**src/rtl/core/upd_pkg.sv**
```systemverilog
// Package with the request, response and classified item types of the URL percent decoder.
package upd_pkg;

   localparam logic [7:0] CHAR_PLUS    = 8'h2B;
   localparam logic [7:0] CHAR_PERCENT = 8'h25;
   localparam logic [7:0] CHAR_SPACE   = 8'h20;
   localparam logic [7:0] CHAR_ZERO    = 8'h30;
   localparam logic [7:0] CHAR_NINE    = 8'h39;
   localparam logic [7:0] CHAR_UPPER_A = 8'h41;
   localparam logic [7:0] CHAR_UPPER_F = 8'h46;
   localparam logic [7:0] CHAR_LOWER_A = 8'h61;
   localparam logic [7:0] CHAR_LOWER_F = 8'h66;
   localparam logic [7:0] HEX_TEN      = 8'd10;

   typedef struct packed {
      logic [7:0] in_byte;
      logic       in_last;
   } req_type;

   typedef struct packed {
      logic [7:0] out_byte;
      logic       has_byte;
      logic       end_of_string;
      logic       aborted;
   } rsp_type;

   typedef struct packed {
      logic       ok;
      logic [3:0] value;
   } hex_type;

   // One request after classification, as it travels through the queue.
   typedef struct packed {
      logic [7:0] raw_byte;
      logic       last;
      logic       is_percent;
      logic       is_plus;
      hex_type    hex;
   } cls_type;

   function automatic hex_type hex_digit(input logic [7:0] c);
      hex_type    h;
      logic [7:0] diff;
      h    = '0;
      diff = '0;
      if (c >= CHAR_ZERO && c <= CHAR_NINE) begin
         diff = c - CHAR_ZERO;
         h.ok = 1'b1;
      end else if (c >= CHAR_UPPER_A && c <= CHAR_UPPER_F) begin
         diff = c - CHAR_UPPER_A + HEX_TEN;
         h.ok = 1'b1;
      end else if (c >= CHAR_LOWER_A && c <= CHAR_LOWER_F) begin
         diff = c - CHAR_LOWER_A + HEX_TEN;
         h.ok = 1'b1;
      end
      h.value = diff[3:0];
      return h;
   endfunction

endpackage

```
**src/rtl/core/upd_front.sv**
```systemverilog
// Front end: accepts requests, classifies each byte and pushes it into the queue.
module upd_front (
   input  logic            req_valid,
   output logic            req_stall,
   input  upd_pkg::req_type req_payload,
   input  logic            queue_full,
   output logic            push,
   output upd_pkg::cls_type item
);
   import upd_pkg::*;

   assign req_stall = queue_full;
   assign push      = req_valid && !queue_full;

   always_comb begin
      item            = '0;
      item.raw_byte   = req_payload.in_byte;
      item.last       = req_payload.in_last;
      item.is_percent = (req_payload.in_byte == CHAR_PERCENT);
      item.is_plus    = (req_payload.in_byte == CHAR_PLUS);
      item.hex        = hex_digit(req_payload.in_byte);
   end

endmodule

```
**src/rtl/core/upd_queue.sv**
```systemverilog
// Short queue of classified requests between the front end and the back end.
module upd_queue #(
   parameter int DEPTH = 4
) (
   input  logic             clock,
   input  logic             reset,
   input  logic             push,
   input  upd_pkg::cls_type push_item,
   output logic             full,
   output logic             not_empty,
   input  logic             pop,
   output upd_pkg::cls_type head
);
   import upd_pkg::*;

   localparam int AW = (DEPTH > 1) ? $clog2(DEPTH) : 1;
   localparam int CW = $clog2(DEPTH + 1);

   cls_type         entry_ff [DEPTH];
   logic [AW-1:0]   wr_ptr_ff, wr_ptr_in;
   logic [AW-1:0]   rd_ptr_ff, rd_ptr_in;
   logic [CW-1:0]   count_ff, count_in;

   assign full      = (count_ff == CW'(DEPTH));
   assign not_empty = (count_ff != '0);
   assign head      = entry_ff[rd_ptr_ff];

   always_comb begin
      wr_ptr_in = wr_ptr_ff;
      rd_ptr_in = rd_ptr_ff;
      count_in  = count_ff;
      if (push) begin
         wr_ptr_in = (wr_ptr_ff == AW'(DEPTH - 1)) ? '0 : wr_ptr_ff + AW'(1);
      end
      if (pop) begin
         rd_ptr_in = (rd_ptr_ff == AW'(DEPTH - 1)) ? '0 : rd_ptr_ff + AW'(1);
      end
      if (push && !pop) begin
         count_in = count_ff + CW'(1);
      end else if (pop && !push) begin
         count_in = count_ff - CW'(1);
      end
   end

   always_ff @(posedge clock) begin
      if (reset) begin
         wr_ptr_ff <= '0;
         rd_ptr_ff <= '0;
         count_ff  <= '0;
      end else begin
         wr_ptr_ff <= wr_ptr_in;
         rd_ptr_ff <= rd_ptr_in;
         count_ff  <= count_in;
      end
   end

   always_ff @(posedge clock) begin
      if (push) begin
         entry_ff[wr_ptr_ff] <= push_item;
      end
   end

endmodule

```
**src/rtl/core/upd_back.sv**
```systemverilog
// Back end: escape state machine and registered response output.
module upd_back (
   input  logic             clock,
   input  logic             reset,
   input  logic             item_valid,
   input  upd_pkg::cls_type item,
   output logic             pop,
   output logic             rsp_valid,
   input  logic             rsp_stall,
   output upd_pkg::rsp_type rsp_payload
);
   import upd_pkg::*;

   typedef enum logic [3:0] {
      PH_NORMAL = 4'b0001,
      PH_HIGH   = 4'b0010,
      PH_LOW    = 4'b0100,
      PH_DROP   = 4'b1000
   } phase_type;

   phase_type  phase_ff, phase_in;
   logic [3:0] nibble_ff, nibble_in;
   logic       abort_ff, abort_in;
   logic       out_valid_ff, out_valid_in;
   rsp_type    out_ff;
   rsp_type    result;
   logic       emit;
   logic       give;
   logic [7:0] give_byte;
   logic       stop;
   logic       stop_abort;

   // The output register frees up when it is empty or being taken this cycle.
   assign pop         = item_valid && (!out_valid_ff || !rsp_stall);
   assign rsp_valid   = out_valid_ff;
   assign rsp_payload = out_ff;

   always_comb begin
      phase_in   = phase_ff;
      nibble_in  = nibble_ff;
      abort_in   = abort_ff;
      emit       = 1'b0;
      result     = '0;
      give       = 1'b0;
      give_byte  = '0;
      stop       = 1'b0;
      stop_abort = 1'b0;

      unique case (phase_ff)
         PH_NORMAL: begin
            if (item.is_percent) begin
               if (item.last) begin
                  stop       = 1'b1;
                  stop_abort = 1'b1;
               end else begin
                  phase_in = PH_HIGH;
               end
            end else begin
               give      = 1'b1;
               give_byte = item.is_plus ? CHAR_SPACE : item.raw_byte;
            end
         end
         PH_HIGH: begin
            if (!item.hex.ok || item.last) begin
               stop       = 1'b1;
               stop_abort = 1'b1;
            end else begin
               nibble_in = item.hex.value;
               phase_in  = PH_LOW;
            end
         end
         PH_LOW: begin
            if (!item.hex.ok) begin
               stop       = 1'b1;
               stop_abort = 1'b1;
            end else begin
               give      = 1'b1;
               give_byte = {nibble_ff, item.hex.value};
            end
         end
         PH_DROP: begin
            if (item.last) begin
               emit                 = 1'b1;
               result.end_of_string = 1'b1;
               result.aborted       = abort_ff;
               phase_in             = PH_NORMAL;
               nibble_in            = '0;
               abort_in             = 1'b0;
            end
         end
         default: begin
            phase_in = PH_NORMAL;
         end
      endcase

      // A zero byte, raw or decoded, ends the string quietly.
      if (give && give_byte == '0) begin
         stop       = 1'b1;
         stop_abort = 1'b0;
      end else if (give) begin
         emit                 = 1'b1;
         result.out_byte      = give_byte;
         result.has_byte      = 1'b1;
         result.end_of_string = item.last;
         phase_in             = PH_NORMAL;
         nibble_in            = '0;
         abort_in             = 1'b0;
      end

      if (stop) begin
         nibble_in = '0;
         if (item.last) begin
            emit                 = 1'b1;
            result.end_of_string = 1'b1;
            result.aborted       = stop_abort;
            phase_in             = PH_NORMAL;
            abort_in             = 1'b0;
         end else begin
            phase_in = PH_DROP;
            abort_in = stop_abort;
         end
      end
   end

   always_comb begin
      if (pop) begin
         out_valid_in = emit;
      end else if (!rsp_stall) begin
         out_valid_in = 1'b0;
      end else begin
         out_valid_in = out_valid_ff;
      end
   end

   always_ff @(posedge clock) begin
      if (reset) begin
         phase_ff     <= PH_NORMAL;
         nibble_ff    <= '0;
         abort_ff     <= 1'b0;
         out_valid_ff <= 1'b0;
      end else begin
         if (pop) begin
            phase_ff  <= phase_in;
            nibble_ff <= nibble_in;
            abort_ff  <= abort_in;
         end
         out_valid_ff <= out_valid_in;
      end
   end

   always_ff @(posedge clock) begin
      if (pop && emit) begin
         out_ff <= result;
      end
   end

endmodule

```
**src/rtl/core/url_percent_decoder.sv**
```systemverilog
// Top level of the URL percent decoder: front end, request queue and back end.
//
// Requests carry one encoded byte and a last mark; the req_ channel accepts
// one when req_valid is high and req_stall is low. Responses leave on the
// rsp_ channel under the same rule, with rsp_stall driven by the receiver.
// Each request yields zero or one response: a decoded byte, an end marker, or
// both on the last byte of a string. Bytes of an escape before its final
// digit, and bytes dropped after an abort or a zero byte, yield nothing unless last.
// An accepted request is written into the queue and its response is then
// registered before it leaves on rsp_; the sustained rate is one request per
// cycle while rsp_stall is low, set by the escape state machine in the back end.
// The queue holds QUEUE_DEPTH classified requests, so the front end keeps
// accepting while a response waits; req_stall rises only when it is full.
// A stalled response holds in the output register while the back end waits.
// Reset is synchronous: it empties the queue, drops any pending response and
// returns the decoder to normal phase with no escape and no abort pending.
module url_percent_decoder #(
   parameter int QUEUE_DEPTH = 4
) (
   input  logic             clock,
   input  logic             reset,
   input  logic             req_valid,
   output logic             req_stall,
   input  upd_pkg::req_type req_payload,
   output logic             rsp_valid,
   input  logic             rsp_stall,
   output upd_pkg::rsp_type rsp_payload
);
   import upd_pkg::*;

   cls_type push_item;
   cls_type head_item;
   logic    push;
   logic    pop;
   logic    queue_full;
   logic    queue_not_empty;

   upd_front u_front (
      .req_valid   (req_valid),
      .req_stall   (req_stall),
      .req_payload (req_payload),
      .queue_full  (queue_full),
      .push        (push),
      .item        (push_item)
   );

   upd_queue #(
      .DEPTH (QUEUE_DEPTH)
   ) u_queue (
      .clock     (clock),
      .reset     (reset),
      .push      (push),
      .push_item (push_item),
      .full      (queue_full),
      .not_empty (queue_not_empty),
      .pop       (pop),
      .head      (head_item)
   );

   upd_back u_back (
      .clock       (clock),
      .reset       (reset),
      .item_valid  (queue_not_empty),
      .item        (head_item),
      .pop         (pop),
      .rsp_valid   (rsp_valid),
      .rsp_stall   (rsp_stall),
      .rsp_payload (rsp_payload)
   );

   // An abort is only ever reported on the response that closes a string.
   assert property (@(posedge clock) disable iff (reset)
      rsp_valid && rsp_payload.aborted |-> rsp_payload.end_of_string)
      else $error("aborted response without end of string");

   // A response without a byte exists only to close a string.
   assert property (@(posedge clock) disable iff (reset)
      rsp_valid && !rsp_payload.has_byte |-> rsp_payload.end_of_string)
      else $error("empty response that does not close a string");

   // Without a byte the data field reads as zero, and a decoded zero is never sent.
   assert property (@(posedge clock) disable iff (reset)
      rsp_valid |-> (rsp_payload.has_byte == (rsp_payload.out_byte != 8'h00)))
      else $error("response byte and has_byte disagree");

   // The queue can only be popped when it holds an entry.
   assert property (@(posedge clock) disable iff (reset)
      pop |-> queue_not_empty)
      else $error("queue popped while empty");

endmodule
```
**config.mk**
```make
export PLATFORM = sky130hd
export DESIGN_NAME = url_percent_decoder
export DESIGN_NICKNAME = d
export VERILOG_FILES = /design/src/rtl/core/upd_pkg.sv /design/src/rtl/core/upd_front.sv /design/src/rtl/core/upd_queue.sv /design/src/rtl/core/upd_back.sv /design/src/rtl/core/url_percent_decoder.sv
export SDC_FILE = /design/constraint.sdc
export NUM_CORES = 1
export LEC_CHECK = 0
export ABC_AREA = 1
export CAP_MARGIN = 25
export CORE_MARGIN = 2
export CORE_UTILIZATION = 55
export DETAILED_ROUTE_END_ITERATION = 10
export DONT_BUFFER_PORTS = 1
export MAX_ROUTING_LAYER = met4
export PLACE_DENSITY = 0.7
export REMOVE_ABC_BUFFERS = 1
export SLEW_MARGIN = 20
export SYNTH_ARGS = -nofsm -noshare
export SYNTH_HDL_FRONTEND = slang
export SYNTH_SLANG_ARGS = --single-unit
```
**constraint.sdc**
```tcl
create_clock -name clock -period 7.3 [get_ports clock]
set_input_delay 0.365 -clock clock [delete_from_list [all_inputs] [get_ports clock]]
set_output_delay 0.365 -clock clock [all_outputs]
set_load 0.05 [all_outputs]
```
==> metrics.txt, run 1 <==
Post-synth EDFFs=75; # diodes=0; GRT Total Usage=22.0%; Layout area overhead=5.96%; CP Class=register to register; number of max-cap violations=0; drt first pass iters=4; ys flop type=edfxtp_1; Final setup viols=0; Slew Limit Headroom=35.9%; leak pwr=0.00190 uW; CTS tree=built; Sink Count=94; GRT overflow=0; maximum fanout along the worst path=20; share of layout cells above drive strength 1=7.91%; Die Wd=93.1 um; cell mode on critical path=inv_2; Max Root-Sink Buffers=2; H-tree depth=3; top-area cell type share of the netlist area=51.6%; largest cells by area after synthesis=edfxtp_1, nand2_1, dfxtp_1; CP endpoint kind=register; Ys Warns=0; Max Clock Skew=6.12 ps; PD cells=408 nW/um^2; initial core utilization=56.8%; starting DRC count in detailed routing=180; Worst-Margin Slew=960 ps; syn_area_per_cell=9.43 um^2; slowest cell delay on critical path=830 ps; HPWL after detailed placement=5.79 mm; Via density=5.42; crit start category=register; PostCTS Resize Cnt=0; min-delay worst type=input port to register; core area=7690 um^2; Slew Limit Fails=0; vias in the first global route=2869; nets=487; IO Port Bufs=0; RSZ-0062 raised after global routing=false; sequential element share of the synthesized area=60.3%; setup repair bufs after CTS=0; Peak VDD IR=0.166 mV; first-pass GRT wire length=14.1 mm; placer congestion estimate=0.927; minimum clock period=2910 ps; via count=3090; status=completed; Die H=93.1 um; DRC Markers=0; #FFs+latches synth=94; critical-path cell list=inv_2 > nand3_1 > nand2_2 > nor3_1 > nor2_2 > inv_2 > nor3_2 > nor2_1 > nand2_1 > inv_1; reg-to-reg setup timing slack=4390 ps; drt total wl=8.65 mm; antenna violations before repair=0; Max Clock Freq=344 MHz; Rows=32; Mapped Area=4360 um^2; fin cells=570; Critical-path top delay cell=dfxtp_1; hold_buf cts=0; placed insts=553; biggest area consumer among synthesized cells=edfxtp_1; fin crit share=39.8%; post-synth cell types=33; worst skew pair latency=350 ps; final hold vios=0; DIE AREA=8660 um^2; Arr. time, crit path=2930 ps; clk slew on worst S/H paths=90 ps; post-route ant nets=0; I/O pin total=26; Mapped Cells=463; Filler cells=662; total CTS buffers=9; Routed WL per cell=15.2 um; setup TNS=0 ps; asr flop ratio synth=0%; Worst Path Required=7320 ps; largest net degree at the start of global routing=36; CTS root buffer=clkbuf_8
-- kinds of logic (layout without fill, tap and decap cells) --
group                    count (synthesis)  after routing  synth area share, %
AND/OR/NAND/NOR                        223            223                 21.5
flip-flops                              94             94                 60.3
buffers and inverters                   80             85                 7.54
AO/OA/AOI/OAI                           54             54                 7.14
adder cells (fa/ha/maj)                 11             11                 3.33
XOR/XNOR                                 1              1                0.201
-- where the power goes --
group          leakage (uW)  switching (uW)  internal [uW]  total [uW]
sequential         0.000855             178            712         890
combinational      0.000970             490            203         692
clock             0.0000717             181            124         305
total               0.00190             849           1040        1890
-- sequential cells by signal, indices dropped and copies added, names as in the netlist, named ones only --
signal              flops
u_back.abort_ff         1
u_back.nibble_ff        4
u_back.phase_ff         4
u_back.rsp_payload     11
u_back.rsp_valid        1
u_queue.count_ff        3
u_queue.entry_ff       64
u_queue.rd_ptr_ff       2
u_queue.wr_ptr_ff       2
-- stage by stage --
stage	util (%)	worst slack, ps	hold slack [ps]	power [uW]	area (um^2)
2_1_floorplan	-	4430	434	1400	4290
5_1_grt	60.2	4150	39.6	2020	4620
3_5_place_dp	57.8	4040	439	1580	4440
3_3_place_gp	57.8	4220	436	1560	4440
6_report	60.2	4390	66.6	1890	4620
4_1_cts	60.0	4030	54.4	1880	4610
-- worst paths after layout --
path,cells after the start,to,from
setup / recovery,10,u_back.rsp_payload[2],register
hold reg to reg,2,u_back.nibble_ff[1],u_back.nibble_ff[1]
hold / removal,1,u_back.phase_ff[2],reset
setup reg to reg,10,u_back.rsp_payload[2],register
-- critical path: cells and delay by family, from the launching register on --
kind,cells,cell delay [ps]
buf+inv,3,730
flops,1,830
simple gates,7,1000
-- final cells by class --
cell class,count,area [um^2],share of cell area (%)
Sequential cell,94,2630,56.9
Multi-Input combinational cell,289,1420,30.8
Inverter,67,251,5.44
Clock buffer,11,131,2.84
Tap cell,102,128,2.76
Clock inverter,5,36.3,0.785
Timing Repair Buffer,2,22.5,0.487
-- cell usage after synthesis (2+ instances only) --
cell type / count
nand2_1: 142
edfxtp_1: 75
inv_1: 63
nand3_1: 33
nor2_1: 27
a21oi_1: 21
dfxtp_1: 19
ha_1: 10
o21ai_0: 8
o21ai_1: 8
buf_2: 5
nor2_2: 5
o211ai_1: 5
a22oi_1: 4
clkbuf_1: 4
inv_2: 4
nand2_2: 4
nand4_1: 3
nor3_1: 3
nor4_1: 3
a211oi_1: 2
buf_4: 2
buf_6: 2
o31ai_1: 2
-- layer usage --
layer | routed length (um) | track usage (%) | up-vias
met5 | 0 | - | -
met4 | 150 | 8.46 | 0
li1 | - | - | 1523
met3 | 471 | 4.92 | 13
met2 | 4080 | 34.8 | 96
met1 | 3940 | 28.0 | 1458
-- cell usage in the layout, fill, tap and decap left out --
cell type and count:
nor3_2 2, a21oi_1 21, dfxtp_1 19, o21ai_0 8
nand2_1 142, o31ai_1 1, clkbuf_8 9, ha_1 10
o21a_1 1, nor2_2 9, o2111ai_1 1, a31oi_1 1
nor2_4 1, buf_4 1, o211ai_1 5, clkinvlp_2 1
nand3_1 33, inv_2 4, fa_1 1, nor4_1 3
a22oi_1 4, clkbuf_1 2, nor3_1 2, inv_1 63
edfxtp_1 75, clkinvlp_4 3, nand2_2 4, nand4_1 3
a211oi_1 2, clkinv_4 1, buf_8 1, o22ai_1 1
o21ai_1 8, nand3b_1 1, nor2_1 23, o31ai_2 1
xor2_1 1
Power figures use the tool's default switching activity.
==> inputs of run 2 (changes only) <==
Clock period 7.3 ns to 3.03 ns, I/O delays scaled along.
==> run 2 against run 1 <==
  * Clock skew increased by 3.4 ps
  * Worst hold slack lost 28 ps
  * Critical path depth up 4
  * Register-to-register slack lost 3800 ps
  * Critical path type unchanged
  * Largest power group unchanged
  * Highest routed layer unchanged
==> metrics.txt, run 2 (synthesized netlist as in run 1, its figures left out) <==
CP endpoint kind=register; reg2reg end=u_back.rsp_payload[6]; worst skew pair latency=370 ps; Critical-path top delay cell=dfxtp_1; setup TNS=0 ps; Hold Crit Start=req_payload[3]; H-tree depth=3; most frequent cells in the layout=nand2_1, edfxtp_1, inv_1; largest net degree at the start of global routing=30; Layout area overhead=9.75%; HPWL after detailed placement=5.79 mm; Most flops, register=u_queue.entry_ff; GRT Total Usage=22.1%; Worst-Margin Slew=684 ps; Sink Count=94; Arr. time, crit path=2480 ps; internal power=2610 uW; Via density=5.26; RSZ-0062 raised after global routing=false; PD cells=971 nW/um^2; min-delay worst type=input port to register; crit start category=register; post-route ant nets=0; Max Root-Sink Buffers=2; placed insts=562; Die Wd=93.1 um; via count=3094; # diodes=0; fin crit share=79.3%; setup repair bufs after CTS=0; slowest cell delay on critical path=330 ps; Area after DPL=4500 um^2; drt total wl=8.46 mm; IO Port Bufs=0; CP Class=register to register; Max Clock Skew=9.51 ps; number of max-cap violations=0; combinational power share=37.8%; sequential share of power=44.8%; critical-path cell list=inv_2 > nand2_1 > nand2_1 > nand2_1 > nand2_1 > nand2_2 > nand2_1 > nand2_1 > nor2_2 > inv_2 > nor3_2 > nor2_1 > nand2_1 > inv_1; nets=505; Sw Share=43.8%; share of layout cells above drive strength 1=8.44%; clk slew on worst S/H paths=90 ps; commonest non-fill, non-tap cell in the layout=nand2_1; antenna violations before repair=0; total CTS buffers=9; Slew Limit Headroom=54.0%; leak pwr=0.00200 uW; drt first pass iters=5; maximum fanout along the worst path=26; starting DRC count in detailed routing=164; CTS root buffer=clkbuf_8; initial core utilization=56.8%; first-pass GRT wire length=14.1 mm; core area=7690 um^2; GRT overflow=0; placer congestion estimate=0.894; Slew Limit Fails=0; Worst Hold End=u_queue.entry_ff[1][5]; Routed WL per cell=14.4 um; Reg2Reg Depth=14; Worst Path Required=3100 ps; fin cells=588; DRC Markers=0; cell mode on critical path=nand2_1; final hold vios=0; I/O pin total=26; status=completed; Peak VDD IR=0.364 mV; minimum clock period=2400 ps; clock share of power=17.4%; reg-to-reg setup timing slack=630 ps; Die H=93.1 um; Hold Path Cell Cnt=1; vias in the first global route=2909; Final setup viols=0; fin area=4790 um^2; CTS tree=built; Net Sw Power=2040 uW; Largest register FFs=64; Max Clock Freq=416 MHz; Rows=32; DIE AREA=8660 um^2
-- run 2: area by class of cell --
cell class | count | area, um^2
Clock inverter | 6 | 62.6
Sequential cell | 94 | 2630
Timing Repair Buffer | 20 | 175
Clock buffer | 10 | 128
Tap cell | 102 | 128
Inverter | 67 | 251
Fill cell | 631 | 2900
Multi-Input combinational cell | 289 | 1410
-- run 2: how the worst max path moves through the flow --
| stage | start | end | slack [ps] | cells past startpoint |
|---|---|---|---|---|
| floorplan | u_queue.count_ff[0] | u_queue.count_ff[2] | 160 | 8 |
| CTS | register | u_back.rsp_payload[4] | 640 | 14 |
| detailed placement | register | u_back.rsp_payload[9] | 660 | 14 |
| finish | register | u_back.rsp_payload[6] | 630 | 14 |
| global placement | register | u_back.rsp_payload[3] | 770 | 13 |
| global route | register | u_back.rsp_payload[6] | 350 | 14 |
-- run 2: power groups by stage --
stage                     clock network, uW  logic [uW]  registers, uW
after floorplan                           0        1220           2150
after global placement                    0        1680           2110
after detailed placement                  0        1730           2120
after CTS                               821        1750           2090
after global routing                    881        2000           2110
final                                   808        1760           2080
-- run 2: repair_timing --
action	CTS	global route
hold buffers	10	0
resized for setup	0	0
endpoints found under the hold margin	55	0
-- run 2: layer usage --
metal	up-vias	GRT usage [%]	wire, um	part of all wire, %
li1	1558	-	-	-
met5	-	-	0	0
met1	1441	28.7	3960	47
met2	79	33.9	4000	47
met3	16	4.83	332	3.9
met4	0	9.31	169	2.0
-- run 2: critical path, delay by kind of cell (launching register included) --
kind / cells / cell delay, ps
and+or+nand+nor: 11 / 1210
buffers and inverters: 3 / 580
DFF: 1 / 330
-- run 2: per-stage QoR --
| step | hold slack [ps] | worst slack, ps | power, uW | util [%] |
|---|---|---|---|---|
| finish | 39.1 | 626 | 4650 | 62.3 |
| global route | 26.0 | 351 | 4990 | 62.3 |
| CTS | 21.6 | 642 | 4660 | 62.3 |
| detailed placement | 225 | 664 | 3850 | 58.5 |
| global placement | 222 | 769 | 3790 | 58.5 |
| floorplan | 221 | 160 | 3370 | - |
==> inputs of run 3 (changes only) <==
Clock period 3.03 ns to 2.5 ns, I/O delays scaled along.
==> run 3 against run 2 <==
  * Total power increased by 23%
  * Critical path depth fell by 1
  * Non-clock buffer count rose by 2
  * Clock skew up 2.2 ps
  * Maximum frequency increased by 4.3%
==> metrics.txt, run 3 (synthesized netlist as in run 1, its figures left out) <==
CTS tree=built; internal power=3210 uW; Most flops, register=u_queue.entry_ff; worst skew pair latency=350 ps; share of layout cells above drive strength 1=9.20%; Routed WL per cell=14.1 um; number of max-cap violations=0; Die H=93.1 um; Filler cells=650; drt first pass iters=5; crit start category=register; Rows=32; # diodes=0; GR Util met3=3.79%; Max Clock Freq=434 MHz; placed insts=564; minimum clock period=2310 ps; Max Root-Sink Buffers=2; Sink Count=94; largest net degree at the start of global routing=30; GRT overflow=0; Via density=5.24; starting DRC count in detailed routing=189; clk slew on worst S/H paths=90 ps; total CTS buffers=9; placer congestion estimate=0.832; core area=7690 um^2; CTS root buffer=clkbuf_8; Peak VDD IR=0.357 mV; vias in the first global route=2885; DIE AREA=8660 um^2; min-delay worst type=input port to register; combinational power share=38.8%; drt total wl=8.33 mm; status=completed; Layout area overhead=10.3%; critical-path cell list=inv_2 > buf_4 > nand2_1 > o211ai_1 > nand2_1 > nand2_1 > o21ai_1 > nor2_1 > nand2_1 > nor2_4 > nand2_1 > nand2_2 > clkinvlp_4; PD cells=1190 nW/um^2; IO Port Bufs=0; Largest register FFs=64; Die Wd=93.1 um; most frequent cells in the layout=nand2_1, edfxtp_1, inv_1; Worst Path Required=2590 ps; gr busiest metal=met2; cell mode on critical path=nand2_1; slowest cell delay on critical path=330 ps; GR Layer Usage met1=27.0%; CP Class=register to register; via count=3098; Worst-Margin Slew=691 ps; final hold vios=0; GRT Total Usage=21.2%; Max Clock Skew=11.7 ps; setup repair bufs after CTS=0; Net Sw Power=2490 uW; H-tree depth=3; DRC Markers=0; CP endpoint kind=register; clock share of power=16.9%; fin cells=591; fin crit share=92.2%; GR Util met2=33.4%; commonest non-fill, non-tap cell in the layout=nand2_1; Pwr Total=5710 uW; nets=508; antenna violations before repair=0; sequential share of power=44.3%; Slew Limit Headroom=53.5%; HPWL after detailed placement=5.62 mm; first-pass GRT wire length=13.7 mm; I/O pin total=26; Sw Share=43.7%; maximum fanout along the worst path=17; Arr. time, crit path=2400 ps; Slew Limit Fails=0; leak pwr=0.00200 uW; Final setup viols=0; Critical-path top delay cell=dfxtp_1; initial core utilization=56.8%; post-route ant nets=0
run 3: cell types whose count changed in the layout (fill, tap and decap cells not counted):
cell / before / now
nand2_1: 142 / 141
clkinv_1: 1 / 0
clkbuf_1: 1 / 3
inv_1: 63 / 62
buf_6: 0 / 1
buf_4: 10 / 11
clkinv_4: 1 / 0
clkinv_2: 1 / 2
nand2_2: 4 / 5
clkinvlp_4: 2 / 3
run 3: final timing paths:
kind	start	end	slack, ps	depth (start not counted)
max	register	u_back.rsp_payload[6]	190	13
min	req_payload[3]	u_queue.entry_ff[2][5]	20	1
max reg2reg	register	u_back.rsp_payload[6]	190	13
min reg2reg	u_back.nibble_ff[0]	u_back.nibble_ff[0]	490	2
run 3: final cells by class:
cell class	count	area, um^2	area share [%]
clock inverter	4	47.5	0.988
timing repair inverter	1	7.51	0.156
timing repair buffer	22	194	4.03
sequential	94	2630	54.7
tap	102	128	2.65
clock buffer	12	135	2.81
inverter	67	255	5.30
multi-input combinational	289	1420	29.4
run 3: power by group through the flow:
stage	sequential, uW	clock [uW]	combinational (uW)
after floorplan	2610	0	1470
after global placement	2560	0	2090
after detailed placement	2570	0	2140
after CTS	2530	974	2170
after global routing	2560	1040	2480
final	2530	964	2220
run 3: critical path: cells and delay by family, from the launching register on:
family | cells | cell delay, ps
flops | 1 | 330
buf+inv | 3 | 640
simple gates | 8 | 900
compound gates | 2 | 150
run 3: stage by stage:
step	hold WS [ps]	area [um^2]	setup slack, ps	setup TNS [ps]	util [%]
final	18.7	4810	194	0	62.6
after global routing	17.8	4810	-4.45	-25.0	62.6
after CTS	5.39	4800	131	0	62.4
after detailed placement	199	4510	151	0	58.7
after global placement	196	4510	234	0	58.7
after floorplan	194	4290	-370	-2190	-
run 3: metal layers:
layer | vias to the layer above | share of wire [%]
met5 | - | 0
met4 | 0 | 2.6
met3 | 20 | 4.9
met2 | 93 | 47
met1 | 1426 | 46
li1 | 1559 | -
run 3: timing repair:
action                                  CTS  global route
gates resized for setup                   0             4
hold endpoints to repair                 55             0
endpoints found under the setup margin    0            11
hold buffers                             10             0
